$ cat src/rtl/core/md5_pkg.sv
// ----------------------------------------------------------------------------
// md5_pkg
// shared constants, types and round tables of the md5 stream hasher
// ----------------------------------------------------------------------------
package md5_pkg;

  // initial chaining words
  localparam logic [31:0] IV_A = 32'h67452301;
  localparam logic [31:0] IV_B = 32'hefcdab89;
  localparam logic [31:0] IV_C = 32'h98badcfe;
  localparam logic [31:0] IV_D = 32'h10325476;

  localparam logic [7:0] PAD_BYTE   = 8'h80;
  localparam logic [5:0] LENGTH_AT  = 6'd56;
  localparam logic [5:0] LAST_ROUND = 6'd63;
  localparam logic [5:0] LAST_BYTE  = 6'd63;

  // how the message words of a block are formed on read
  typedef enum logic [1:0] {
    BLK_DATA,      // stored bytes as they are
    BLK_PAD,       // stored bytes, pad byte, zeros, bit length
    BLK_PAD_ONLY,  // stored bytes, pad byte, zeros to block end
    BLK_LEN_ONLY   // zeros and bit length
  } blk_kind_t;

  // controls from the sequencer to the round datapath
  typedef struct packed {
    logic       load;     // copy chaining words into working words
    logic       calc;     // first half of a round
    logic       step;     // second half of a round
    logic       fold;     // add working words into chaining words
    logic       restart;  // chaining words back to initial values
    logic [5:0] round;
  } rnd_ctl_t;

  function automatic logic [31:0] md5_k(input logic [5:0] r);
    logic [31:0] k;
    case (r)
      6'd0:  k = 32'hd76aa478;  6'd1:  k = 32'he8c7b756;
      6'd2:  k = 32'h242070db;  6'd3:  k = 32'hc1bdceee;
      6'd4:  k = 32'hf57c0faf;  6'd5:  k = 32'h4787c62a;
      6'd6:  k = 32'ha8304613;  6'd7:  k = 32'hfd469501;
      6'd8:  k = 32'h698098d8;  6'd9:  k = 32'h8b44f7af;
      6'd10: k = 32'hffff5bb1;  6'd11: k = 32'h895cd7be;
      6'd12: k = 32'h6b901122;  6'd13: k = 32'hfd987193;
      6'd14: k = 32'ha679438e;  6'd15: k = 32'h49b40821;
      6'd16: k = 32'hf61e2562;  6'd17: k = 32'hc040b340;
      6'd18: k = 32'h265e5a51;  6'd19: k = 32'he9b6c7aa;
      6'd20: k = 32'hd62f105d;  6'd21: k = 32'h02441453;
      6'd22: k = 32'hd8a1e681;  6'd23: k = 32'he7d3fbc8;
      6'd24: k = 32'h21e1cde6;  6'd25: k = 32'hc33707d6;
      6'd26: k = 32'hf4d50d87;  6'd27: k = 32'h455a14ed;
      6'd28: k = 32'ha9e3e905;  6'd29: k = 32'hfcefa3f8;
      6'd30: k = 32'h676f02d9;  6'd31: k = 32'h8d2a4c8a;
      6'd32: k = 32'hfffa3942;  6'd33: k = 32'h8771f681;
      6'd34: k = 32'h6d9d6122;  6'd35: k = 32'hfde5380c;
      6'd36: k = 32'ha4beea44;  6'd37: k = 32'h4bdecfa9;
      6'd38: k = 32'hf6bb4b60;  6'd39: k = 32'hbebfbc70;
      6'd40: k = 32'h289b7ec6;  6'd41: k = 32'heaa127fa;
      6'd42: k = 32'hd4ef3085;  6'd43: k = 32'h04881d05;
      6'd44: k = 32'hd9d4d039;  6'd45: k = 32'he6db99e5;
      6'd46: k = 32'h1fa27cf8;  6'd47: k = 32'hc4ac5665;
      6'd48: k = 32'hf4292244;  6'd49: k = 32'h432aff97;
      6'd50: k = 32'hab9423a7;  6'd51: k = 32'hfc93a039;
      6'd52: k = 32'h655b59c3;  6'd53: k = 32'h8f0ccc92;
      6'd54: k = 32'hffeff47d;  6'd55: k = 32'h85845dd1;
      6'd56: k = 32'h6fa87e4f;  6'd57: k = 32'hfe2ce6e0;
      6'd58: k = 32'ha3014314;  6'd59: k = 32'h4e0811a1;
      6'd60: k = 32'hf7537e82;  6'd61: k = 32'hbd3af235;
      6'd62: k = 32'h2ad7d2bb;  6'd63: k = 32'heb86d391;
      default: k = 32'h0;
    endcase
    return k;
  endfunction

  // rotate amount, four per group of sixteen rounds
  function automatic logic [4:0] md5_rot(input logic [5:0] r);
    logic [4:0] s;
    case ({r[5:4], r[1:0]})
      4'd0:  s = 5'd7;   4'd1:  s = 5'd12;  4'd2:  s = 5'd17;  4'd3:  s = 5'd22;
      4'd4:  s = 5'd5;   4'd5:  s = 5'd9;   4'd6:  s = 5'd14;  4'd7:  s = 5'd20;
      4'd8:  s = 5'd4;   4'd9:  s = 5'd11;  4'd10: s = 5'd16;  4'd11: s = 5'd23;
      4'd12: s = 5'd6;   4'd13: s = 5'd10;  4'd14: s = 5'd15;  4'd15: s = 5'd21;
      default: s = 5'd0;
    endcase
    return s;
  endfunction

  // message word used by a round
  function automatic logic [3:0] md5_msg_idx(input logic [5:0] r);
    logic [3:0] lo;
    logic [3:0] idx;
    lo = r[3:0];
    case (r[5:4])
      2'd0:    idx = lo;
      2'd1:    idx = 4'(lo * 4'd5 + 4'd1);
      2'd2:    idx = 4'(lo * 4'd3 + 4'd5);
      default: idx = 4'(lo * 4'd7);
    endcase
    return idx;
  endfunction

endpackage

$ cat src/rtl/core/md5_msg_buf.sv
// ----------------------------------------------------------------------------
// md5_msg_buf
// block store of 16 message words with byte writes, registered word read
// and padding applied on the read side
// ----------------------------------------------------------------------------
module md5_msg_buf import md5_pkg::*; (
  input  logic        clk,
  input  logic        wr_en,
  input  logic [5:0]  wr_addr,
  input  logic [7:0]  wr_byte,
  input  logic [3:0]  rd_addr,
  input  blk_kind_t   kind,
  input  logic [5:0]  fill,
  input  logic [63:0] bit_len,
  output logic [31:0] msg_word
);

  logic [31:0] mem [16];
  logic [31:0] rd_data;
  logic [3:0]  rd_idx;
  logic [31:0] merged;

  always_ff @(posedge clk) begin
    if (wr_en) begin
      mem[wr_addr[5:2]][{wr_addr[1:0], 3'b000} +: 8] <= wr_byte;
    end
    rd_data <= mem[rd_addr];
    rd_idx  <= rd_addr;
  end

  // word that holds the fill point: bytes below it, pad byte, then zeros
  always_comb begin
    for (int k = 0; k < 4; k++) begin
      if (2'(k) < fill[1:0]) begin
        merged[k*8 +: 8] = rd_data[k*8 +: 8];
      end else if (2'(k) == fill[1:0]) begin
        merged[k*8 +: 8] = PAD_BYTE;
      end else begin
        merged[k*8 +: 8] = 8'h00;
      end
    end
  end

  always_comb begin
    case (kind)
      BLK_DATA: begin
        msg_word = rd_data;
      end
      BLK_PAD, BLK_PAD_ONLY: begin
        if (kind == BLK_PAD && rd_idx == 4'd14) begin
          msg_word = bit_len[31:0];
        end else if (kind == BLK_PAD && rd_idx == 4'd15) begin
          msg_word = bit_len[63:32];
        end else if (rd_idx < fill[5:2]) begin
          msg_word = rd_data;
        end else if (rd_idx == fill[5:2]) begin
          msg_word = merged;
        end else begin
          msg_word = 32'h0;
        end
      end
      default: begin
        if (rd_idx == 4'd14) begin
          msg_word = bit_len[31:0];
        end else if (rd_idx == 4'd15) begin
          msg_word = bit_len[63:32];
        end else begin
          msg_word = 32'h0;
        end
      end
    endcase
  end

endmodule

$ cat src/rtl/core/md5_round.sv
// ----------------------------------------------------------------------------
// md5_round
// chaining words, working words and the md5 round in two halves (calc, step)
// ----------------------------------------------------------------------------
module md5_round import md5_pkg::*; (
  input  logic        clk,
  input  logic        rst,
  input  rnd_ctl_t    ctl,
  input  logic [31:0] msg_word,
  output logic [31:0] sum_a,
  output logic [31:0] sum_b,
  output logic [31:0] sum_c,
  output logic [31:0] sum_d
);

  logic [31:0] ch_a, ch_b, ch_c, ch_d;
  logic [31:0] va, vb, vc, vd;
  logic [31:0] t;
  logic [31:0] mix;
  logic [63:0] rot_wide;

  always_comb begin
    case (ctl.round[5:4])
      2'd0:    mix = (vb & vc) | (~vb & vd);
      2'd1:    mix = (vb & vd) | (vc & ~vd);
      2'd2:    mix = vb ^ vc ^ vd;
      default: mix = vc ^ (vb | ~vd);
    endcase
  end

  assign rot_wide = {t, t} << md5_rot(ctl.round);

  assign sum_a = ch_a + va;
  assign sum_b = ch_b + vb;
  assign sum_c = ch_c + vc;
  assign sum_d = ch_d + vd;

  always_ff @(posedge clk) begin
    if (rst) begin
      ch_a <= IV_A;
      ch_b <= IV_B;
      ch_c <= IV_C;
      ch_d <= IV_D;
    end else if (ctl.fold) begin
      ch_a <= sum_a;
      ch_b <= sum_b;
      ch_c <= sum_c;
      ch_d <= sum_d;
    end else if (ctl.restart) begin
      ch_a <= IV_A;
      ch_b <= IV_B;
      ch_c <= IV_C;
      ch_d <= IV_D;
    end
  end

  always_ff @(posedge clk) begin
    if (ctl.load) begin
      va <= ch_a;
      vb <= ch_b;
      vc <= ch_c;
      vd <= ch_d;
    end
    if (ctl.calc) begin
      t <= va + mix + md5_k(ctl.round) + msg_word;
    end
    if (ctl.step) begin
      va <= vd;
      vd <= vc;
      vc <= vb;
      vb <= vb + rot_wide[63:32];
    end
  end

endmodule

$ cat src/rtl/core/md5_stream_hasher_core.sv
// ----------------------------------------------------------------------------
// md5_stream_hasher_core
// streaming md5: at most one message byte per transfer, digest after the end mark
// ----------------------------------------------------------------------------
// compression: each block runs through one read setup, 64 rounds of a calc half
//   and a step half, and one fold in the round unit; in_stall is high throughout
//   and while a digest waits for the output; the digest follows the end-marked
//   transfer after one compression, or two when the padding spills or that byte completes a block
// throughput: no bytes are taken while a block is being compressed
// reset: synchronous rst loads the initial chaining words, clears fill point,
//   byte count and output valid; the block store is not cleared
module md5_stream_hasher_core import md5_pkg::*; (
  input  logic        clk,
  input  logic        rst,
  input  logic        in_valid,
  output logic        in_stall,
  input  logic [7:0]  data_byte,
  input  logic        has_byte,
  input  logic        last,
  output logic        out_valid,
  input  logic        out_stall,
  output logic [31:0] word_a,
  output logic [31:0] word_b,
  output logic [31:0] word_c,
  output logic [31:0] word_d
);

  typedef enum logic [2:0] {
    S_IDLE,   // taking bytes
    S_PREP,   // read of the first message word in flight
    S_CALC,   // first half of a round
    S_STEP,   // second half of a round, next word read issued
    S_FOLD    // chaining update or digest hand-off
  } state_t;

  state_t      state;
  logic [5:0]  fill;          // bytes held in the block store
  logic [60:0] byte_cnt;      // message length in bytes, wraps
  blk_kind_t   kind;          // how the current block is read
  logic [5:0]  round;
  logic        tail_pending;  // end mark seen with a full block, padding still due

  logic        accept;
  logic [5:0]  fill_inc;
  logic [5:0]  fill_after;
  logic        block_full;
  logic        final_blk;
  logic        out_free;
  logic [3:0]  rd_addr;
  logic [31:0] msg_word;
  logic [31:0] sum_a, sum_b, sum_c, sum_d;
  rnd_ctl_t    ctl;

  // input transfers only while no compression is running
  assign in_stall   = (state != S_IDLE);
  assign accept     = in_valid && !in_stall;
  assign fill_inc   = fill + 6'd1;
  assign fill_after = has_byte ? fill_inc : fill;
  assign block_full = has_byte && (fill == LAST_BYTE);

  // the last block of a message ends in the bit length
  assign final_blk = (kind == BLK_PAD) || (kind == BLK_LEN_ONLY);
  // output slot free now or freed by the transfer at this edge
  assign out_free  = !out_valid || !out_stall;

  // prefetch: word for round 0 in setup, word for the next round in each step
  assign rd_addr = (state == S_STEP) ? md5_msg_idx(round + 6'd1) : md5_msg_idx(6'd0);

  always_comb begin
    ctl.load    = (state == S_PREP);
    ctl.calc    = (state == S_CALC);
    ctl.step    = (state == S_STEP);
    ctl.fold    = (state == S_FOLD) && !final_blk;
    ctl.restart = (state == S_FOLD) && final_blk && out_free;
    ctl.round   = round;
  end

  md5_msg_buf u_buf (
    .clk      (clk),
    .wr_en    (accept && has_byte),
    .wr_addr  (fill),
    .wr_byte  (data_byte),
    .rd_addr  (rd_addr),
    .kind     (kind),
    .fill     (fill),
    .bit_len  ({byte_cnt, 3'b000}),
    .msg_word (msg_word)
  );

  md5_round u_round (
    .clk      (clk),
    .rst      (rst),
    .ctl      (ctl),
    .msg_word (msg_word),
    .sum_a    (sum_a),
    .sum_b    (sum_b),
    .sum_c    (sum_c),
    .sum_d    (sum_d)
  );

  always_ff @(posedge clk) begin
    if (rst) begin
      state        <= S_IDLE;
      fill         <= 6'd0;
      byte_cnt     <= 61'd0;
      kind         <= BLK_DATA;
      round        <= 6'd0;
      tail_pending <= 1'b0;
      out_valid    <= 1'b0;
    end else begin
      // digest taken downstream, unless a new one is loaded at this edge
      if (out_valid && !out_stall && !ctl.restart) begin
        out_valid <= 1'b0;
      end
      case (state)
        S_IDLE: begin
          if (accept) begin
            if (has_byte) begin
              byte_cnt <= byte_cnt + 61'd1;
              fill     <= fill_inc;
            end
            if (block_full) begin
              // full block first, padding after it if the end mark came along
              kind         <= BLK_DATA;
              tail_pending <= last;
              state        <= S_PREP;
            end else if (last) begin
              // no room for the length after the pad byte: spill into a second block
              kind  <= (fill_after >= LENGTH_AT) ? BLK_PAD_ONLY : BLK_PAD;
              state <= S_PREP;
            end
          end
        end
        S_PREP: begin
          round <= 6'd0;
          state <= S_CALC;
        end
        S_CALC: begin
          state <= S_STEP;
        end
        S_STEP: begin
          round <= round + 6'd1;
          state <= (round == LAST_ROUND) ? S_FOLD : S_CALC;
        end
        S_FOLD: begin
          case (kind)
            BLK_DATA: begin
              if (tail_pending) begin
                kind         <= BLK_PAD;
                tail_pending <= 1'b0;
                state        <= S_PREP;
              end else begin
                state <= S_IDLE;
              end
            end
            BLK_PAD_ONLY: begin
              kind  <= BLK_LEN_ONLY;
              state <= S_PREP;
            end
            default: begin
              // hold here until the output register can take the digest
              if (out_free) begin
                out_valid <= 1'b1;
                word_a    <= sum_a;
                word_b    <= sum_b;
                word_c    <= sum_c;
                word_d    <= sum_d;
                fill      <= 6'd0;
                byte_cnt  <= 61'd0;
                kind      <= BLK_DATA;
                state     <= S_IDLE;
              end
            end
          endcase
        end
        default: begin
          state <= S_IDLE;
        end
      endcase
    end
  end

endmodule

$ cat config.mk
export PLATFORM = sky130hd
export DESIGN_NAME = md5_stream_hasher_core
export DESIGN_NICKNAME = d
export VERILOG_FILES = /design/src/rtl/core/md5_pkg.sv /design/src/rtl/core/md5_msg_buf.sv /design/src/rtl/core/md5_round.sv /design/src/rtl/core/md5_stream_hasher_core.sv
export SDC_FILE = /design/constraint.sdc
export NUM_CORES = 2
export LEC_CHECK = 0
export ABC_AREA = 1
export BUFFER_PORTS_ARGS = -buffer_cell sky130_fd_sc_hd__buf_4
export CAP_MARGIN = 20
export CORE_MARGIN = 2
export CORE_UTILIZATION = 45
export CTS_CLUSTER_DIAMETER = 50
export DETAILED_ROUTE_END_ITERATION = 10
export SETUP_SLACK_MARGIN = 0.05
export SLEW_MARGIN = 20
export SYNTH_ARGS = -nofsm -noshare
export SYNTH_HDL_FRONTEND = slang
export SYNTH_SLANG_ARGS = --single-unit
export TNS_END_PERCENT = 10
$ cat constraint.sdc
create_clock -name clk -period 14.6 [get_ports clk]
set_clock_uncertainty 0.05 [all_clocks]
set_input_delay 0.73 -clock clk [delete_from_list [all_inputs] [get_ports clk]]
set_output_delay 0.73 -clock clk [all_outputs]
set_load 0.02 [all_outputs]
# --- Word level (Yosys, flattened, before mapping) ---
# Memories as Yosys holds them, arrays and structs flattened. A register that Yosys moved wholly into a read port is not among the register bits.
# Cells that the tools add are included.
# Widths: inputs -> output; s select.
classes:
  addsub: 14
  mul: 3
  div_mod_pow: 0
  n_lt_le_gt_ge: 6
  eq_ne: 28
  shift: 3
  mux: 76
  bitwise: 14
  reduce_logical: 34
ops:
  columns: ["cell", "n"]
  rows:
  - ["$mux 32", 24]
  - ["$add 32x32->32", 8]
  - ["$mux 61", 4]
  - ["$and 32x32->32", 4]
  - ["$pmux 61 s2", 1]
  - ["$or 32x32->32", 3]
  - ["$pmux 32 s3", 1]
  - ["$xor 32x32->32", 3]
  - ["$mux 8", 8]
  - ["$not 32->32", 2]
  - ["$pmux 32 s2", 1]
  - ["$shl 64x5->64", 1]
  - ["$add 61x1->61 const B", 1]
  - ["$mux 6", 6]
  - ["$shift 8x7->32 const A", 1]
  - ["$shiftx 8x7->32", 1]
  - ["$pmux 6 s2", 2]
  - ["$mux 3", 5]
  - ["$pmux 3 s5", 1]
  - ["$add 6x1->6 const B", 2]
  - ["$eq 6x6->1 const B", 2]
  - ["$mux 2", 6]
  - ["$mux 4", 3]
  - ["$pmux 4 s3", 1]
  - ["other kinds (38)", 87]
word_totals:
  ff_bits: 500
  latch_bits: 0
  ramBits: 512
  mem_bits_ro: 2128
  output_inout_bits: 130
  mem_count: 3
mem_list:
  columns: ["memory", "words", "width", "rd", "rd_ports_with_merged_regs", "write_ports", "line_no", "source"]
  rows:
  - ["(no name shown)", 64, 32, 1, 1, 0, "md5_pkg.sv:38", "case (r)"]
  - ["u_buf.mem", 16, 32, 1, 1, 1, "md5_msg_buf.sv:18", "logic [31:0] mem [16];"]
  - ["(no name shown)", 16, 5, 1, 1, 0, "md5_pkg.sv:79", "case ({r[5:4], r[1:0]})"]

# --- Logic depth before layout (Yosys ltp) ---
logic_depth:
  depth_word: 10
  ltp_mapped: 27

# --- Cells and area by module ---
# Synthesis repeated with hierarchy kept, for this count alone.
hier_totals:
  hier_cells: 7420
  area_unflattened_um2: 62561.3
modules_own_cells:
  columns: ["module", "instances", "cells_per_inst", "area_per_inst_um2", "seq_area_each_um2"]
  rows:
  - ["md5_round", 1, 4423, 29478.3, 7367.1]
  - ["md5_msg_buf", 1, 1908, 23697.7, 16095.4]
  - ["md5_stream_hasher_core", 1, 1089, 9385.3, 5445.2]

# --- Least setup slack after synthesis ---
# OpenSTA, ideal clock, no wires.
synth_path:
  kind: "reg2reg"
  from: "register state[0]"
  to: "register word_a[0] (enable)"
  t_arrival_ns: 9.880
  setup_slack_ns: 3.897
  path_stages_with_launch: 9
  period_less_slack_ns: 10.703
  path_cell_list: "dfxtp_1 inv_1 nand2_1 nor2_2 inv_2 buf_2 nor2_1 inv_1 nor3_1"
synth_via:
  elab_chain_len: 2
synth_lines:
  columns: ["element", "line_no", "source"]
  rows:
  - ["start: declaration", "md5_stream_hasher_core.sv:36", "state_t state;"]
  - ["start signal: assignment", "md5_stream_hasher_core.sv:143", "state <= (round == LAST_ROUND) ? S_FOLD : S_CALC;"]
  - ["$eq 3x3->1", "md5_stream_hasher_core.sv:115", "case (state)"]
  - ["$reduce_and 4->1 (no line)", null, null]
  - ["end signal: assignment", "md5_stream_hasher_core.sv:164", "word_a <= sum_a;"]
  - ["end: declaration", "md5_stream_hasher_core.sv:22", "output logic [31:0] word_a,"]
# No other way between the ends.
# A chain may end at the register's enable or synchronous reset.

# --- Worst setup path in the final report ---
layout_path:
  from: "register fill[3]"
  to: "register u_round.t[21], data pin"
layout_via:
  elab_chain_len: 7
  word_cells_on_any_way: 8
layout_lines:
  columns: ["element", "line_no", "source"]
  rows:
  - ["start: declaration", "md5_stream_hasher_core.sv:37", "logic [5:0] fill;"]
  - ["start signal: assignment", "md5_stream_hasher_core.sv:120", "fill <= fill_inc;"]
  - ["parallel branches: the longest is 2 deep, another holds $lt 4x4->1", null, null]
  - ["$mux 32 *", "md5_msg_buf.sv:54", "end else if (rd_idx < fill[5:2]) begin"]
  - ["$mux 32 *", "md5_msg_buf.sv:52", "end else if (kind == BLK_PAD && rd_idx == 4'd15) begin"]
  - ["$mux 32 *", "md5_msg_buf.sv:50", "if (kind == BLK_PAD && rd_idx == 4'd14) begin"]
  - ["$pmux 32 s2 *", "md5_msg_buf.sv:45", "case (kind)"]
  - ["$add 32x32->32 *", "md5_round.sv:65", "t <= va + mix + md5_k(ctl.round) + msg_word;"]
  - ["end signal: assignment", "md5_round.sv:65", null]
  - ["end: declaration", "md5_round.sv:18", "logic [31:0] t;"]
# Every way passes the cells marked *.

==> impl_metrics.tcl <==
set metrics [dict create \
    synth.yosys.seq_area_share_pct 44.9 \
    drt.antenna.violating_nets 0 \
    clock_insertion_delay_worst_skew_ns 0.83 \
    final.period_utilization_pct 40.5 \
    route.detailed.drc 0 \
    std_cell_rows 140 \
    yosysTopAreaCell "edfxtp_1" \
    timing.hold.worst_path_depth 4 \
    rsz0062_at_grt "no" \
    fin_ws_ns 8.69 \
    detailedRoute.firstPassIterationCount 7 \
    finalWorstPathRequiredPeriod_ns 5.91 \
    drt-wirelength-per-cell_um 25.2 \
    crit-reg2reg-capture "u_round.t[21]" \
    buffer_type_at_the_clock_tree_root "clkbuf_16" \
    worst_setup_hold_path_clk_slew_ns 0.06 \
    number_of_violations_reported_at_the_end_of_detailed_routing_iteration_0 7974 \
    detail_route.wirelength_um 261000 \
    drive_gt1_share_pct 6.82 \
    grt_pass1_vias 55800 \
    number_of_nets_in_the_synthesized_netlist 8592 \
    outcome "finished clean" \
    globalRouteOverflowTotal 0 \
    max-slew-margin-rel_pct 17.8 \
    finish.net_count 8615 \
    synthDominantCellAreaShare_pct 36.4 \
    synth.ff_latch_count 1081 \
    end_kind "register" \
    worstSetupStartpointType "register" \
    grt_pass1_wl_um 379000 \
    worst_slew_pin_tran_ns 1.23 \
    timing.hold.worst_endpoint "state[2]" \
    numPortBuffers 143 \
    netlist_instances 8286 \
    avgSynthCellArea_sq_um 7.96 \
    routed_via_density 5.86 \
    post_synth_most_frequent_cells "nand2_1 (1,790), inv_1 (1,211), nand3_1 (868)" \
    syn2layout_area_growth_pct 11.9 \
    power-per-cell-area_nw_per_um2 198 \
    cts_made_buffers 148 \
    placed_cells 10100 \
    power.ir.vdd_worst_uv 161 \
    clock_path_buffers 3 \
    post_cts.resized_instances 0 \
    critical_path.reg2reg.startpoint "fill[3]" \
    max-cap-violations 0 \
    grt_antenna_before_repair 14 \
    fp.coreArea_sq_um 146000 \
    postSynth.topFlopCell "edfxtp_1" \
    htreeDepth 4 \
    dp.final_hpwl_um 192000 \
    post_cts_hold_buffer_count 0 \
    vias_after_detailed_routing 60700 \
    globalRouteTotalUtil_pct 33.9 \
    holdCritPathClass "in2reg" \
    cts_setup_buffers 0 \
    r2r_setup_slack_ns 8.69 \
    initial_core_util_pct 45.3 \
    synth_most_common_cell "nand2_1" \
    die_h_um 387 \
    yosys-top-cells-area "edfxtp_1 (36%), nand2_1 (10%), dfxtp_1 (8.5%), inv_1 (6.9%), nand3_1 (6.6%)" \
    layout.cell_area.non_filler_sq_um 73800 \
    cts.sink_count 1081 \
    final_core_utilization_pct 50.7 \
    post_synth_num_cell_types 64 \
    netlist_area_sq_um 66000 \
    cts_tree "yes" \
    setup_tns_ns 0 \
    floorplan.io_pins 144 \
    yosysWarningCount 0 \
    clock.fmax_mhz 169 \
    crit_slowest_cell "fa_1" \
    timing.reg2reg.worst_path_depth 25 \
    timing.critical_path.required_ns 15.11 \
    critPathMaxStageDelay_ns 0.47 \
    critical_path.most_common_cell "nand2_1" \
    async_reset_ff_share_pct 0 \
    crit_path_max_fanout 11 \
    critical_path_class "reg2reg" \
    routabilityCongestion 1.04 \
    timing.final.setup_violations 0 \
    total_power_mw 14.6 \
    worstHoldStart "last" \
    die_w_um 387 \
    timing.hold.ws_ns 0.289 \
    die_area_sq_um 150000 \
    grt_start_max_net_pins 179 \
    timing_hold_violations_final 0 \
    power_leakage_nw 31.2 \
    worst_ep_arrival_time_ns 6.42 \
    place_area_sq_um 68800 \
    finalMaxSlewViolations 0 \
    synth_edf_count 800 \
    pre_cts_ws_ns 8.86 \
    post_layout_cell_count 10300 \
]
==> registers in the layout, summed over array words and instances, names as in the netlist, 32 cells and up, named ones only <==
| signal | flops |
|---|---|
| u_round.va | 32 |
| u_round.vb | 32 |
| word_b | 32 |
| word_d | 32 |
| u_round.vd | 32 |
| word_c | 32 |
| u_round.ch_b | 32 |
| u_round.ch_d | 32 |
| byte_cnt | 61 |
| u_buf.mem | 512 |
| u_round.ch_a | 32 |
| u_round.ch_c | 32 |
| u_round.vc | 32 |
| u_round.t | 32 |
| u_buf.rd_data | 32 |
| word_a | 32 |
==> area by class of cell <==
| class | count | area, sq um |
|---|---|---|
| Multi-Input combinational cell | 5613 | 30300 |
| Clock buffer | 181 | 3930 |
| Fill cell | 14100 | 71800 |
| Timing Repair Buffer | 238 | 1820 |
| Antenna cell | 1 | 2.50 |
| Tap cell | 1917 | 2400 |
| Inverter | 1227 | 4610 |
| Sequential cell | 1081 | 29600 |
| Clock inverter | 91 | 1040 |
==> cell usage in the layout, fill, tap and decap left out, drive strengths merged, types with 25 or more instances in the layout <==
| master | netlist | final |
|---|---|---|
| nand2 | 1798 | 1798 |
| inv | 1225 | 1243 |
| nand3 | 872 | 872 |
| edfxtp | 800 | 800 |
| nor2 | 622 | 622 |
| o21ai | 478 | 478 |
| a21oi | 458 | 458 |
| nand4 | 320 | 320 |
| dfxtp | 281 | 281 |
| buf | 183 | 238 |
| ha | 224 | 224 |
| clkbuf | 182 | 181 |
| nor3 | 142 | 142 |
| xor2 | 107 | 107 |
| o211ai | 82 | 82 |
| fa | 68 | 68 |
| clkinv | 2 | 54 |
| xnor2 | 47 | 47 |
| a31oi | 46 | 46 |
| mux2i | 37 | 37 |
| o22ai | 36 | 36 |
| o21bai | 33 | 33 |
| o21a | 27 | 27 |
| a32oi | 26 | 26 |
| and2 | 25 | 25 |
==> cell families after synthesis <==
logic type	after synthesis	share of synthesized area, %
AND/OR/NAND/NOR	3848	25.6
XOR/XNOR	154	2.04
adder cells (fa/ha/maj)	292	6.31
AO/OA/AOI/OAI	1282	11.1
multiplexers	37	0.561
buffers and inverters	1592	9.44
flip-flops	1081	44.9
==> layer usage <==
| metal | global-route usage (%) | vias up | wire, um |
|---|---|---|---|
| met5 | 0 | - | 21 |
| met4 | 9.79 | 4 | 7270 |
| met2 | 48.0 | 3034 | 107000 |
| li1 | - | 28000 | - |
| met1 | 50.7 | 29200 | 118000 |
| met3 | 8.69 | 399 | 29100 |
==> report_power, final <==
group,switching [mW],leakage (nW),internal [mW]
clock,1.52,2.39,2.12
combinational,4.62,19.3,2.07
sequential,0.368,9.56,3.92
total,6.51,31.2,8.12
==> worst max path at each step <==
stage                         from            end  slack (ns)  cells past startpoint
after CTS                  fill[3]  u_round.t[21]        8.83                     25
after floorplan           state[0]      word_a[0]        3.90                      8
after global placement     fill[3]  u_round.t[21]        8.79                     25
after global routing       fill[3]  u_round.t[21]        8.31                     23
after detailed placement   fill[3]  u_round.t[21]        8.86                     25
final                      fill[3]  u_round.t[21]        8.69                     25
==> critical path, delay by kind of cell (launching register included) <==
| kind | cells | cell delay (ns) |
|---|---|---|
| adder cells (fa/ha/maj) | 5 | 1.92 |
| buffers and inverters | 2 | 0.18 |
| flip-flops | 1 | 0.42 |
| AND/OR/NAND/NOR | 9 | 0.82 |
| AO/OA/AOI/OAI | 9 | 2.25 |
Power figures use the tool's default switching activity.
